### config.mk
export PLATFORM = sky130hd
export DESIGN_NAME = xoshiro256pp_generator
export DESIGN_NICKNAME = d
export VERILOG_FILES = /design/src/rtl/core/xsr_pkg.sv /design/src/rtl/core/xsr_mul64.sv /design/src/rtl/core/xsr_ctrl.sv /design/src/rtl/core/xoshiro256pp_generator.sv
export VERILOG_INCLUDE_DIRS = /design/src /design/src/rtl/core
export SDC_FILE = /design/constraint.sdc
export NUM_CORES = 2
export LEC_CHECK = 0
export ABC_CLOCK_PERIOD_IN_PS = 21400
export BUFFER_PORTS_ARGS = -buffer_cell sky130_fd_sc_hd__buf_4
export CORE_ASPECT_RATIO = 1.2
export CORE_MARGIN = 5
export CORE_UTILIZATION = 35
export DETAILED_ROUTE_END_ITERATION = 12
export HOLD_SLACK_MARGIN = 0.15
export MAX_ROUTING_LAYER = met4
export SLEW_MARGIN = 15
export SYNTH_ARGS = -nofsm -noshare
export SYNTH_HDL_FRONTEND = slang
export SYNTH_SLANG_ARGS = --single-unit
### constraint.sdc
create_clock -name i_clk -period 21.4 [get_ports i_clk]
set_clock_uncertainty 0.1 [all_clocks]
set_input_delay 3.21 -clock i_clk [delete_from_list [all_inputs] [get_ports i_clk]]
set_output_delay 3.21 -clock i_clk [all_outputs]
set_load 0.02 [all_outputs]
### src/rtl/core/xoshiro256pp_generator_macros.svh
// ---------------------------------------------------------------------------
// xoshiro256pp_generator assertion macros
// Shared concurrent assertion forms, clocked on i_clk, held off during reset.
// ---------------------------------------------------------------------------
`ifndef XOSHIRO256PP_GENERATOR_MACROS_SVH
`define XOSHIRO256PP_GENERATOR_MACROS_SVH

// Property that must hold at every clock edge out of reset.
`define XSR_ASSERT_CLK(lbl, prop, msg) \
    lbl: assert property (@(posedge i_clk) disable iff (!i_rst_n) (prop)) else $error(msg);

// Condition in one cycle implies a consequence in the next cycle.
`define XSR_ASSERT_NEXT(lbl, ante, cons, msg) \
    lbl: assert property (@(posedge i_clk) disable iff (!i_rst_n) (ante) |=> (cons)) \
        else $error(msg);

`endif

### src/rtl/core/xsr_pkg.sv
// ---------------------------------------------------------------------------
// xsr_pkg
// Types, constants and helpers shared by the xoshiro256++ generator.
// ---------------------------------------------------------------------------
package xsr_pkg;

    localparam int unsigned WordW    = 64;
    localparam int unsigned HalfW    = WordW / 2;
    localparam int unsigned NumWords = 4;
    localparam int unsigned WordIdxW = 2;

    typedef logic [WordW-1:0]    t_word;
    typedef logic [HalfW-1:0]    t_half;
    typedef logic [WordIdxW-1:0] t_word_idx;

    // Input operation codes
    localparam logic OP_DRAW   = 1'b0;
    localparam logic OP_RESEED = 1'b1;

    // Seeding and step constants
    localparam t_word GOLDEN_STEP = 64'h9E37_79B9_7F4A_7C15;
    localparam t_word MIX_MUL_A   = 64'hBF58_476D_1CE4_E5B9;
    localparam t_word MIX_MUL_B   = 64'h94D0_49BB_1331_11EB;

    localparam int unsigned OUT_ROT     = 23;
    localparam int unsigned STEP_SHIFT  = 17;
    localparam int unsigned STEP_ROT    = 45;
    localparam int unsigned MIX_SHIFT_A = 30;
    localparam int unsigned MIX_SHIFT_B = 27;
    localparam int unsigned MIX_SHIFT_C = 31;

    localparam t_word_idx LAST_WORD_IDX = t_word_idx'(NumWords - 1);

    // Partial product codes of the iterative 64-bit multiplier
    typedef enum logic [1:0] {
        MUL_LO_LO,
        MUL_LO_HI,
        MUL_HI_LO
    } t_mul_step;

    // Seeding sequencer states
    typedef enum logic [1:0] {
        ST_IDLE,
        ST_STEP,
        ST_MUL_A,
        ST_MUL_B
    } t_state;

    // Strobes from the sequencer to the datapath
    typedef struct packed {
        logic      busy;
        logic      acc_step;
        logic      start_b;
        logic      word_we;
        t_word_idx word_idx;
    } t_ctrl;

    // Rotate left by a constant amount in 1..63
    function automatic t_word rotl(input t_word v, input int unsigned amt);
        rotl = (v << amt) | (v >> (WordW - amt));
    endfunction

endpackage

### src/rtl/core/xsr_mul64.sv
// ---------------------------------------------------------------------------
// xsr_mul64
// Iterative 64x64 multiply, low 64 bits, on one shared 32x32 multiplier.
// ---------------------------------------------------------------------------
`include "xoshiro256pp_generator_macros.svh"

module xsr_mul64 (
    input  logic          i_clk,
    input  logic          i_rst_n,
    input  logic          i_start,
    input  xsr_pkg::t_word i_op_a,
    input  xsr_pkg::t_word i_op_b,
    output logic          o_done,
    output xsr_pkg::t_word o_product
);

    xsr_pkg::t_word     r_a;
    xsr_pkg::t_word     r_b;
    xsr_pkg::t_word     r_prod;
    xsr_pkg::t_word     n_prod;
    xsr_pkg::t_mul_step r_step;
    xsr_pkg::t_mul_step n_step;
    logic               r_busy;
    logic               r_done;
    xsr_pkg::t_half     mul_x;
    xsr_pkg::t_half     mul_y;
    xsr_pkg::t_word     pp;
    logic               last_step;

    // select the partial product for this step
    always_comb begin
        case (r_step)
            xsr_pkg::MUL_LO_HI: begin
                mul_x = r_a[xsr_pkg::HalfW-1:0];
                mul_y = r_b[xsr_pkg::WordW-1:xsr_pkg::HalfW];
            end
            xsr_pkg::MUL_HI_LO: begin
                mul_x = r_a[xsr_pkg::WordW-1:xsr_pkg::HalfW];
                mul_y = r_b[xsr_pkg::HalfW-1:0];
            end
            default: begin
                mul_x = r_a[xsr_pkg::HalfW-1:0];
                mul_y = r_b[xsr_pkg::HalfW-1:0];
            end
        endcase
    end

    assign pp        = xsr_pkg::t_word'(mul_x) * xsr_pkg::t_word'(mul_y);
    assign last_step = (r_step == xsr_pkg::MUL_HI_LO);

    always_comb begin
        if (r_step == xsr_pkg::MUL_LO_LO) begin
            n_prod = pp;
        end else begin
            n_prod = r_prod + {pp[xsr_pkg::HalfW-1:0], xsr_pkg::t_half'(0)};
        end
        case (r_step)
            xsr_pkg::MUL_LO_LO: n_step = xsr_pkg::MUL_LO_HI;
            default:            n_step = xsr_pkg::MUL_HI_LO;
        endcase
    end

    always_ff @(posedge i_clk) begin
        if (i_start) begin
            r_a <= i_op_a;
            r_b <= i_op_b;
        end
        if (r_busy) begin
            r_prod <= n_prod;
        end
    end

    always_ff @(posedge i_clk) begin
        if (!i_rst_n) begin
            r_busy <= 1'b0;
            r_done <= 1'b0;
            r_step <= xsr_pkg::MUL_LO_LO;
        end else begin
            r_done <= r_busy && last_step;
            if (i_start) begin
                r_busy <= 1'b1;
                r_step <= xsr_pkg::MUL_LO_LO;
            end else if (r_busy) begin
                r_step <= n_step;
                if (last_step) begin
                    r_busy <= 1'b0;
                end
            end
        end
    end

    assign o_done    = r_done;
    assign o_product = r_prod;

    `XSR_ASSERT_CLK(a_mul_start_idle, i_start |-> !r_busy, "multiply started while busy")
    `XSR_ASSERT_CLK(a_mul_latency, i_start |-> ##4 o_done, "multiply did not finish in time")

endmodule

### src/rtl/core/xsr_ctrl.sv
// ---------------------------------------------------------------------------
// xsr_ctrl
// Sequencer for splitmix64 seeding: four words, two multiplies per word.
// ---------------------------------------------------------------------------
`include "xoshiro256pp_generator_macros.svh"

module xsr_ctrl (
    input  logic          i_clk,
    input  logic          i_rst_n,
    input  logic          i_seed_go,
    input  logic          i_mul_done,
    output xsr_pkg::t_ctrl o_ctrl
);

    xsr_pkg::t_state    r_state;
    xsr_pkg::t_state    n_state;
    xsr_pkg::t_word_idx r_idx;
    xsr_pkg::t_word_idx n_idx;

    // next state
    always_comb begin
        n_state = r_state;
        unique case (r_state)
            xsr_pkg::ST_IDLE: begin
                if (i_seed_go) n_state = xsr_pkg::ST_STEP;
            end
            xsr_pkg::ST_STEP: begin
                n_state = xsr_pkg::ST_MUL_A;
            end
            xsr_pkg::ST_MUL_A: begin
                if (i_mul_done) n_state = xsr_pkg::ST_MUL_B;
            end
            xsr_pkg::ST_MUL_B: begin
                if (i_mul_done) begin
                    n_state = (r_idx == xsr_pkg::LAST_WORD_IDX) ? xsr_pkg::ST_IDLE
                                                                : xsr_pkg::ST_STEP;
                end
            end
            default: n_state = xsr_pkg::ST_IDLE;
        endcase
    end

    // outputs
    always_comb begin
        o_ctrl          = '0;
        o_ctrl.word_idx = r_idx;
        unique case (r_state)
            xsr_pkg::ST_IDLE: o_ctrl.busy = 1'b0;
            xsr_pkg::ST_STEP: begin
                o_ctrl.busy     = 1'b1;
                o_ctrl.acc_step = 1'b1;
            end
            xsr_pkg::ST_MUL_A: begin
                o_ctrl.busy    = 1'b1;
                o_ctrl.start_b = i_mul_done;
            end
            xsr_pkg::ST_MUL_B: begin
                o_ctrl.busy    = 1'b1;
                o_ctrl.word_we = i_mul_done;
            end
            default: o_ctrl.busy = 1'b0;
        endcase
    end

    always_comb begin
        n_idx = r_idx;
        if (i_seed_go) begin
            n_idx = '0;
        end else if (o_ctrl.word_we) begin
            n_idx = r_idx + xsr_pkg::t_word_idx'(1);
        end
    end

    always_ff @(posedge i_clk) begin
        if (!i_rst_n) begin
            // seed zero is expanded right out of reset
            r_state <= xsr_pkg::ST_STEP;
            r_idx   <= '0;
        end else begin
            r_state <= n_state;
            r_idx   <= n_idx;
        end
    end

    `XSR_ASSERT_CLK(a_ctrl_strobes, $onehot0({o_ctrl.acc_step, o_ctrl.start_b, o_ctrl.word_we}),
        "more than one sequencer strobe active")
    `XSR_ASSERT_CLK(a_ctrl_go_idle, i_seed_go |-> (r_state == xsr_pkg::ST_IDLE),
        "reseed taken while seeding in progress")

endmodule

### src/rtl/core/xoshiro256pp_generator.sv
// ---------------------------------------------------------------------------
// xoshiro256pp_generator
// xoshiro256++ generator with splitmix64 seeding, 64-bit draws.
// ---------------------------------------------------------------------------
// Each input beat is either a draw (operation 0) or a reseed (operation 1).
// On a draw the result lands in the output register and the 256-bit state
// advances on the same edge, so draws run back to back at one beat per cycle
// as long as the output side keeps taking beats. A reseed gives no output
// beat; it expands the seed into four state words with splitmix64, sharing
// one 32x32 multiplier that builds each 64-bit product from three partial
// products. Each word takes one increment step and two multiplies, and a
// reseed keeps o_stall high until the fourth word is written. The same
// expansion of seed zero runs right after reset, before the first beat is
// accepted.
// ---------------------------------------------------------------------------
`include "xoshiro256pp_generator_macros.svh"

module xoshiro256pp_generator (
    input  logic        i_clk,
    input  logic        i_rst_n,
    // input channel
    input  logic        i_valid,
    output logic        o_stall,
    input  logic        i_operation,
    input  logic [63:0] i_seed_value,
    // output channel
    output logic        o_valid,
    input  logic        i_stall,
    output logic [63:0] o_draw
);

    xsr_pkg::t_ctrl ctrl;
    xsr_pkg::t_word r_words [xsr_pkg::NumWords];
    xsr_pkg::t_word n_words [xsr_pkg::NumWords];
    xsr_pkg::t_word r_acc;
    xsr_pkg::t_word acc_sum;
    xsr_pkg::t_word mix_a_in;
    xsr_pkg::t_word mix_b_in;
    xsr_pkg::t_word seed_word;
    xsr_pkg::t_word mul_product;
    xsr_pkg::t_word mul_op_a;
    xsr_pkg::t_word mul_op_b;
    xsr_pkg::t_word draw_val;
    xsr_pkg::t_word r_draw;
    xsr_pkg::t_word t2;
    xsr_pkg::t_word t3;
    logic           r_out_valid;
    logic           mul_done;
    logic           in_accept;
    logic           out_accept;
    logic           draw_go;
    logic           seed_go;

    // Hold the input off while seeding, or while a draw waits downstream.
    assign o_stall    = ctrl.busy || (r_out_valid && i_stall);
    assign in_accept  = i_valid && !o_stall;
    assign out_accept = r_out_valid && !i_stall;
    assign draw_go    = in_accept && (i_operation == xsr_pkg::OP_DRAW);
    assign seed_go    = in_accept && (i_operation == xsr_pkg::OP_RESEED);

    xsr_ctrl u_ctrl (
        .i_clk      (i_clk),
        .i_rst_n    (i_rst_n),
        .i_seed_go  (seed_go),
        .i_mul_done (mul_done),
        .o_ctrl     (ctrl)
    );

    // splitmix64 datapath: advance the running seed, then two mix rounds
    assign acc_sum   = r_acc + xsr_pkg::GOLDEN_STEP;
    assign mix_a_in  = acc_sum ^ (acc_sum >> xsr_pkg::MIX_SHIFT_A);
    assign mix_b_in  = mul_product ^ (mul_product >> xsr_pkg::MIX_SHIFT_B);
    assign seed_word = mul_product ^ (mul_product >> xsr_pkg::MIX_SHIFT_C);
    assign mul_op_a  = ctrl.acc_step ? mix_a_in : mix_b_in;
    assign mul_op_b  = ctrl.acc_step ? xsr_pkg::MIX_MUL_A : xsr_pkg::MIX_MUL_B;

    xsr_mul64 u_mul (
        .i_clk     (i_clk),
        .i_rst_n   (i_rst_n),
        .i_start   (ctrl.acc_step || ctrl.start_b),
        .i_op_a    (mul_op_a),
        .i_op_b    (mul_op_b),
        .o_done    (mul_done),
        .o_product (mul_product)
    );

    // xoshiro256++ output and state step
    assign draw_val = xsr_pkg::rotl(r_words[0] + r_words[3], xsr_pkg::OUT_ROT) + r_words[0];
    assign t2       = r_words[2] ^ r_words[0];
    assign t3       = r_words[3] ^ r_words[1];

    always_comb begin
        for (int i = 0; i < xsr_pkg::NumWords; i++) begin
            n_words[i] = r_words[i];
        end
        if (draw_go) begin
            n_words[0] = r_words[0] ^ t3;
            n_words[1] = r_words[1] ^ t2;
            n_words[2] = t2 ^ (r_words[1] << xsr_pkg::STEP_SHIFT);
            n_words[3] = xsr_pkg::rotl(t3, xsr_pkg::STEP_ROT);
        end else if (ctrl.word_we) begin
            n_words[ctrl.word_idx] = seed_word;
        end
    end

    always_ff @(posedge i_clk) begin
        for (int i = 0; i < xsr_pkg::NumWords; i++) begin
            r_words[i] <= n_words[i];
        end
        if (draw_go) begin
            r_draw <= draw_val;
        end
    end

    // running seed; starts at zero so reset expands seed zero
    always_ff @(posedge i_clk) begin
        if (!i_rst_n) begin
            r_acc <= '0;
        end else if (seed_go) begin
            r_acc <= i_seed_value;
        end else if (ctrl.acc_step) begin
            r_acc <= acc_sum;
        end
    end

    // output register: drop the beat when taken, load it on a draw
    always_ff @(posedge i_clk) begin
        if (!i_rst_n) begin
            r_out_valid <= 1'b0;
        end else if (draw_go) begin
            r_out_valid <= 1'b1;
        end else if (out_accept) begin
            r_out_valid <= 1'b0;
        end
    end

    assign o_valid = r_out_valid;
    assign o_draw  = r_draw;

    `XSR_ASSERT_NEXT(a_draw_gives_beat, draw_go, o_valid, "draw did not produce an output beat")
    `XSR_ASSERT_NEXT(a_seed_holds_input, seed_go, o_stall, "input not held during reseed")

endmodule

# Yosys cells after proc, flatten, opt, wreduce, memory -nomap -nowiden
# Memories as Yosys holds them, arrays and structs flattened.
# Index checks and enable logic that the tools add are counted.
# totals
regBits	329
ramBits	256
inputBits	69
out_inout_bits	66
mem_count	1
# mem_list
name	depth	width	read_ports	rd_ports_with_merged_regs	write_ports	line_no	source
r_words	4	64	4	0	4	xoshiro256pp_generator.sv:33	xsr_pkg::t_word r_words [xsr_pkg::NumWords];
# op_classes
add_sub_neg	5
n_mul	1
n_lt_le_gt_ge	2
n_eq_ne	9
mux	27
bitwise_logic	13
n_reduce_logical	19
# op_table
cell	n
$mux 256	2
$mux 64	5
$xor 64x64->64	5
$bwmux 256	1
$add 64x64->64	3
$demux 64 s2	1
$add 64x64->64 const B	1
$mul 32x32->64	1
$mux 32	2
$or 64x23->64	1
$or 64x45->64	1
$xor 64x33->64	1
$xor 64x34->64	1
$xor 64x37->64	1
$mux 62	1
$mux 1	9
$eq 2x2->1 const B	4
$mux 2	4
$pmux 2 s4	1
$logic_and 1x1->1	7
$eq 2x1->1 const B	2
$logic_not 2->1	2
$ne 2x1->1 const B	2
$reduce_bool 2->1	2
other kinds (12)	16

# Depth between registers and ports, before layout
# logic_depth
depth_word	9
depth_mapped	42
mapped_depth_nobuf	39

# Hierarchy
# From an unflattened synthesis, not the netlist that was laid out.
# unflattened
hier_cells	7595
hier_area_um2	70513.9
# by_module_without_submodules
module	n_inst	cells_each	area_per_inst_um2
xsr_mul64	1	4342	41278.3
xoshiro256pp_generator	1	3219	28921.5
xsr_ctrl	1	34	314.1

# Worst setup path before layout
# OpenSTA, ideal clock, no wires.
# synth_timing
kind	register to register
start	register u_mul.r_step[1]
end	register u_mul.r_prod[60], in the netlist u_mul.o_product[60], data pin
setup_ns	0.270
t_arrival_ns	9.414
setup_slack_ns	11.616
path_stages_with_launch	39
period_less_slack_ns	9.784
cell_sequence	dfxtp_1 -> nor2b_1 -> clkbuf_1 -> buf_1 -> clkbuf_1 -> nand2_1 -> nand2_1 -> inv_1 -> nor2_1 -> o21ai_0 -> fa_1 -> inv_1 -> fa_1 -> fa_1 -> inv_1 -> fa_1 -> inv_1 -> ha_1 -> (+3 left out) -> ha_1 -> nand4_1 -> o31ai_1 -> a31oi_1 -> xnor2_1 -> ha_1 -> clkbuf_1 -> o21ai_0 -> o21ai_0 -> a211oi_1 -> a22oi_1 -> a211oi_1 -> o31ai_1 -> a41oi_1 -> nor2b_1 -> xnor2_1 -> o21ai_0 -> o211ai_1
# synth_between
elab_chain_cells	5
elab_cells_between_ends	8
classes_between	add/sub: 1; mul: 1; eq/ne: 2; mux: 3; reduce/logical: 1
# synth_rtl
item	line_no	source
start, declared	xsr_mul64.sv:21	xsr_pkg::t_mul_step r_step;
start signal, assigned	xsr_mul64.sv:77	r_step <= xsr_pkg::MUL_LO_LO;
start signal, assigned	xsr_mul64.sv:82	r_step <= xsr_pkg::MUL_LO_LO;
start signal, assigned	xsr_mul64.sv:84	r_step <= n_step;
$eq 2x2->1 / $eq 2x1->1 (equally long branches)	xsr_mul64.sv:32	case (r_step)
$mux 32	xsr_mul64.sv:32	
$mul 32x32->64	xsr_mul64.sv:48	assign pp = xsr_pkg::t_word'(mul_x) * xsr_pkg::t_word'(mul_y);
$add 64x64->64	xsr_mul64.sv:55	n_prod = r_prod + {pp[xsr_pkg::HalfW-1:0], xsr_pkg::t_half'(0)};
$mux 64 *	xsr_mul64.sv:52	if (r_step == xsr_pkg::MUL_LO_LO) begin
net u_mul.n_prod[60]	xsr_mul64.sv:20	xsr_pkg::t_word n_prod;
end signal, assigned	xsr_mul64.sv:69	r_prod <= n_prod;
end, declared	xsr_mul64.sv:19	xsr_pkg::t_word r_prod;
# Mark *: on every way through the listed nets, which the timed path passes. The rest lies on a longest branch.
# A chain may end at the register's enable or synchronous reset.

# Final worst setup path
# layout_timing
start	register u_mul.r_step[0]
end	register u_mul.r_prod[60], in the netlist u_mul.o_product[60], data pin
# The elaborated chain is that of the path after synthesis.

==> metrics.md <==
| Metric | Value |
|---|---|
| Status | `finished clean` |
| First-pass GRT wire length | `roughly 370 mm` |
| Post-Syn Area | `between 60,000 and 70,000 um^2` |
| Crit-path max FO | `18` |
| Clock buffer depth | `3` |
| Ys Warns | `0` |
| Total CTS buffers | `66` |
| Number of max-slew violations in the final report | `0` |
| Post-cts resize count | `0` |
| Post-synthesis register bit count | `523` |
| Sum Neg Setup Slack | `0 ns` |
| Crit path DAT | `12.27 ns` |
| Initial DRC count | `between 4,000 and 5,000` |
| Port bufs | `around 130` |
| Non-Filler Instances | `between 9,000 and 10,000` |
| Cells after synthesis | `between 6,000 and 7,000` |
| Vias per cell | `5.435` |
| Top_reg_cell synth | `edfxtp_1` |
| CTS H-tree depth | `3` |
| Tcrit/Tclk final | `a little under three fifths` |
| Critical path class | `flop to flop` |
| Post-route ant nets | `0` |
| Final setup violation count | `0` |
| Vias in the first global route | `52,000` |
| Layout cell share with drive strength beyond 1 | `around 5.4%` |
| Synth area leader | `fa_1` |
| Buf/Inv on CP | `4` |
| HP Class | `flop to flop` |
| Clock transition at path regs | `approximately 0.06 ns` |
| Drt pass-1 iters | `8` |
| Worst EP required | `~22 ns` |
| RSZ-0062 raised after global routing | `false` |
| # clock sinks | `523` |
| Placed Cells incl. Taps | `approximately 9,100` |
| DRC viols | `0` |
| Mapped Nets | `roughly 8,000` |
| Area contributors post-synth | `fa_1 26%, edfxtp_1 21%, ha_1 9.7%` |
| CP Launch Type | `flop` |
| Root Buffer Master | `clkbuf_16` |
| Register area | `~15,000 um^2` |
| Share of the synthesized area in the top cell type | `about a quarter` |
| Crit-path most repeated cell | `fa_1` |
| Total Wirelength | `around 260 mm` |
| Library cells used by synthesis | `between 80 and 90` |
| Core area | `roughly 180,000 um^2` |
| Final hold vios | `0` |
| Filler cells | `between 15,000 and 20,000` |
| Initial Util | `between 30% and 40%` |
| CTS tree | `done` |
| Register area share after synthesis | `23.22%` |
| Synth async-reset ratio | `0%` |
| Final worst slack | `~9.4 ns` |
| WL/cell | `27.89 um` |
| Tot GR Track Use | `a little over a quarter` |
| Dpl ws | `about 9.4 ns` |
| Crit path time final | `approximately 12 ns` |
| EDFF count, synth | `450` |
| Via count | `about 50,000` |
| Max Cap Violations | `0` |
| Post-DP HPWL | `between 200 and 250 mm` |
| Crit end category | `flop` |
| Multi-input gate area | `approximately 45,000 um^2` |
| Worst-margin pin slew | `around 1.2 ns` |
| Slowest CP cell | `o31ai_1` |
| Worst slew margin | `between 10% and 20%` |
| Maximum clock rate | `roughly 83 MHz` |
| Average cell area after synthesis | `roughly 9.5 um^2` |
| Later-pin clock latency in the skew report | `~0.66 ns` |
| CTS Hold Bufs | `0` |
| Gp weighted congestion | `1.076` |
| Initial antenna violation count | `3` |
| IO Count | `between 100 and 150` |
| Synth-to-Final Area Change | `8.545%` |
| Largest net degree at the start of global routing | `~120` |
| Crit-path max cell delay | `1.00 ns` |
| Die X | `approximately 400 um` |
| Nets | `around 8,000` |
| Die Footprint | `between 150,000 and 200,000 um^2` |
| Die height | `480.2 um` |
| Setup repair bufs after CTS | `0` |
| CP top delay family | `adder cells` |
| Remaining Overflow, GRT | `0` |
| # rows | `172` |
==> cells by family after synthesis <==
kind of cell	after synthesis	share of synthesized area (%)
AO/OA/AOI/OAI	1203	11.21
AND/OR/NAND/NOR	1587	11.22
buffers and inverters	1292	7.526
adder cells (fa/ha/maj)	1325	35.33
other	1	0.005815
XOR/XNOR	802	10.93
flip-flops	523	23.22
multiplexers	35	0.5704
==> placed cells by master (no fill, tap or decap), drive strengths merged, types with 24 or more instances in the layout <==
cell type  count
ha           499
a31oi         34
and2          76
and3          28
o21a          25
nor3          37
nand4         54
clkinv        24
fa           826
inv          997
xnor2        473
a21oi        311
nand2b        32
a211oi        76
nand3        335
nor2         458
nand2        460
edfxtp       450
clkbuf        87
dfxtp         73
o21ai        481
xor2         328
nor2b         35
a21o         105
o21bai        39
buf          183
==> metrics by stage <==
| step | hold WS [ns] | area (um^2) | utilization (%) |
|---|---|---|---|
| finish | 0.4043 | 69990 | 38.22 |
| global route | 0.4552 | 69990 | 38.22 |
| CTS | 0.4117 | 69980 | 38.21 |
| detailed placement | 0.4038 | 67890 | 37.07 |
| global placement | 0.3833 | 67890 | 37.07 |
| floorplan | 0.3669 | 64480 | - |
==> state kept, by name, indices dropped and copies added (netlist names), 64 cells and up <==
name and cells:
o_draw 64, r_acc 64, r_words 256, u_mul.o_product 64, u_mul.r_a 64
==> synth_stat cells, drive strengths merged (5+ instances only) <==
master    n
o31ai    21
a211oi   76
ha      499
and4      6
a41oi    14
a21boi   11
and3     28
a21o    105
or2      16
xor2    328
mux2i    21
nor2    458
nand3   335
nand2b   32
nand4    54
clkbuf  273
or4       5
nor3     37
mux2     14
o211ai   16
inv     990
a31oi    34
fa      826
o31a      6
nor2b    35
dfxtp    73
nand2   460
o21a     25
o21ai   481
nor3b     5
xnor2   473
a21oi   311
buf      29
o21bai   39
a211o    11
and2     76
edfxtp  450
a31o      5
or3      21
a311oi   11
nor4     13
==> path summary, 6_finish.rpt <==
kind                         from  cells past startpoint  slack [ns]                  end
setup / recovery  u_mul.r_step[0]                     34        9.40  u_mul.o_product[60]
hold / removal    u_ctrl.r_idx[1]                      2        0.40      u_ctrl.r_idx[1]
setup reg to reg  u_mul.r_step[0]                     34        9.40  u_mul.o_product[60]
hold reg to reg   u_ctrl.r_idx[1]                      2        0.40      u_ctrl.r_idx[1]
==> routing by layer <==
metal	routed length [um]	GRT usage, %	vias up
li1	-	-	22210
met1	99500	32.26	25260
met2	121900	43.95	2058
met3	15380	3.228	521
met4	20040	16.10	0
met5	0	-	-
==> final cells by class <==
type / instances / share of cell area (%)
sequential: 523 / 21.39
clock buffer: 87 / 2.606
clock inverter: 34 / 0.3808
tap: 2436 / 4.355
multi-input combinational: 4953 / 63.96
inverter: 990 / 5.309
timing repair buffer: 183 / 1.981
antenna: 4 / 0.01430
==> worst reg2reg max path, delay by kind of cell, from the launching register on <==
| kind | cells | cell delay [ns] |
|---|---|---|
| AOI/OAI and AO/OA | 12 | 3.68 |
| xor gates and xnor gates | 2 | 0.33 |
| adders and majority gates | 10 | 4.59 |
| buffers and inverters | 4 | 0.51 |
| DFF | 1 | 0.52 |
| and+or+nand+nor | 6 | 1.97 |
Power is not shown: default switching activity piles up to over one toggle a cycle in this logic, so the estimate is an artifact.
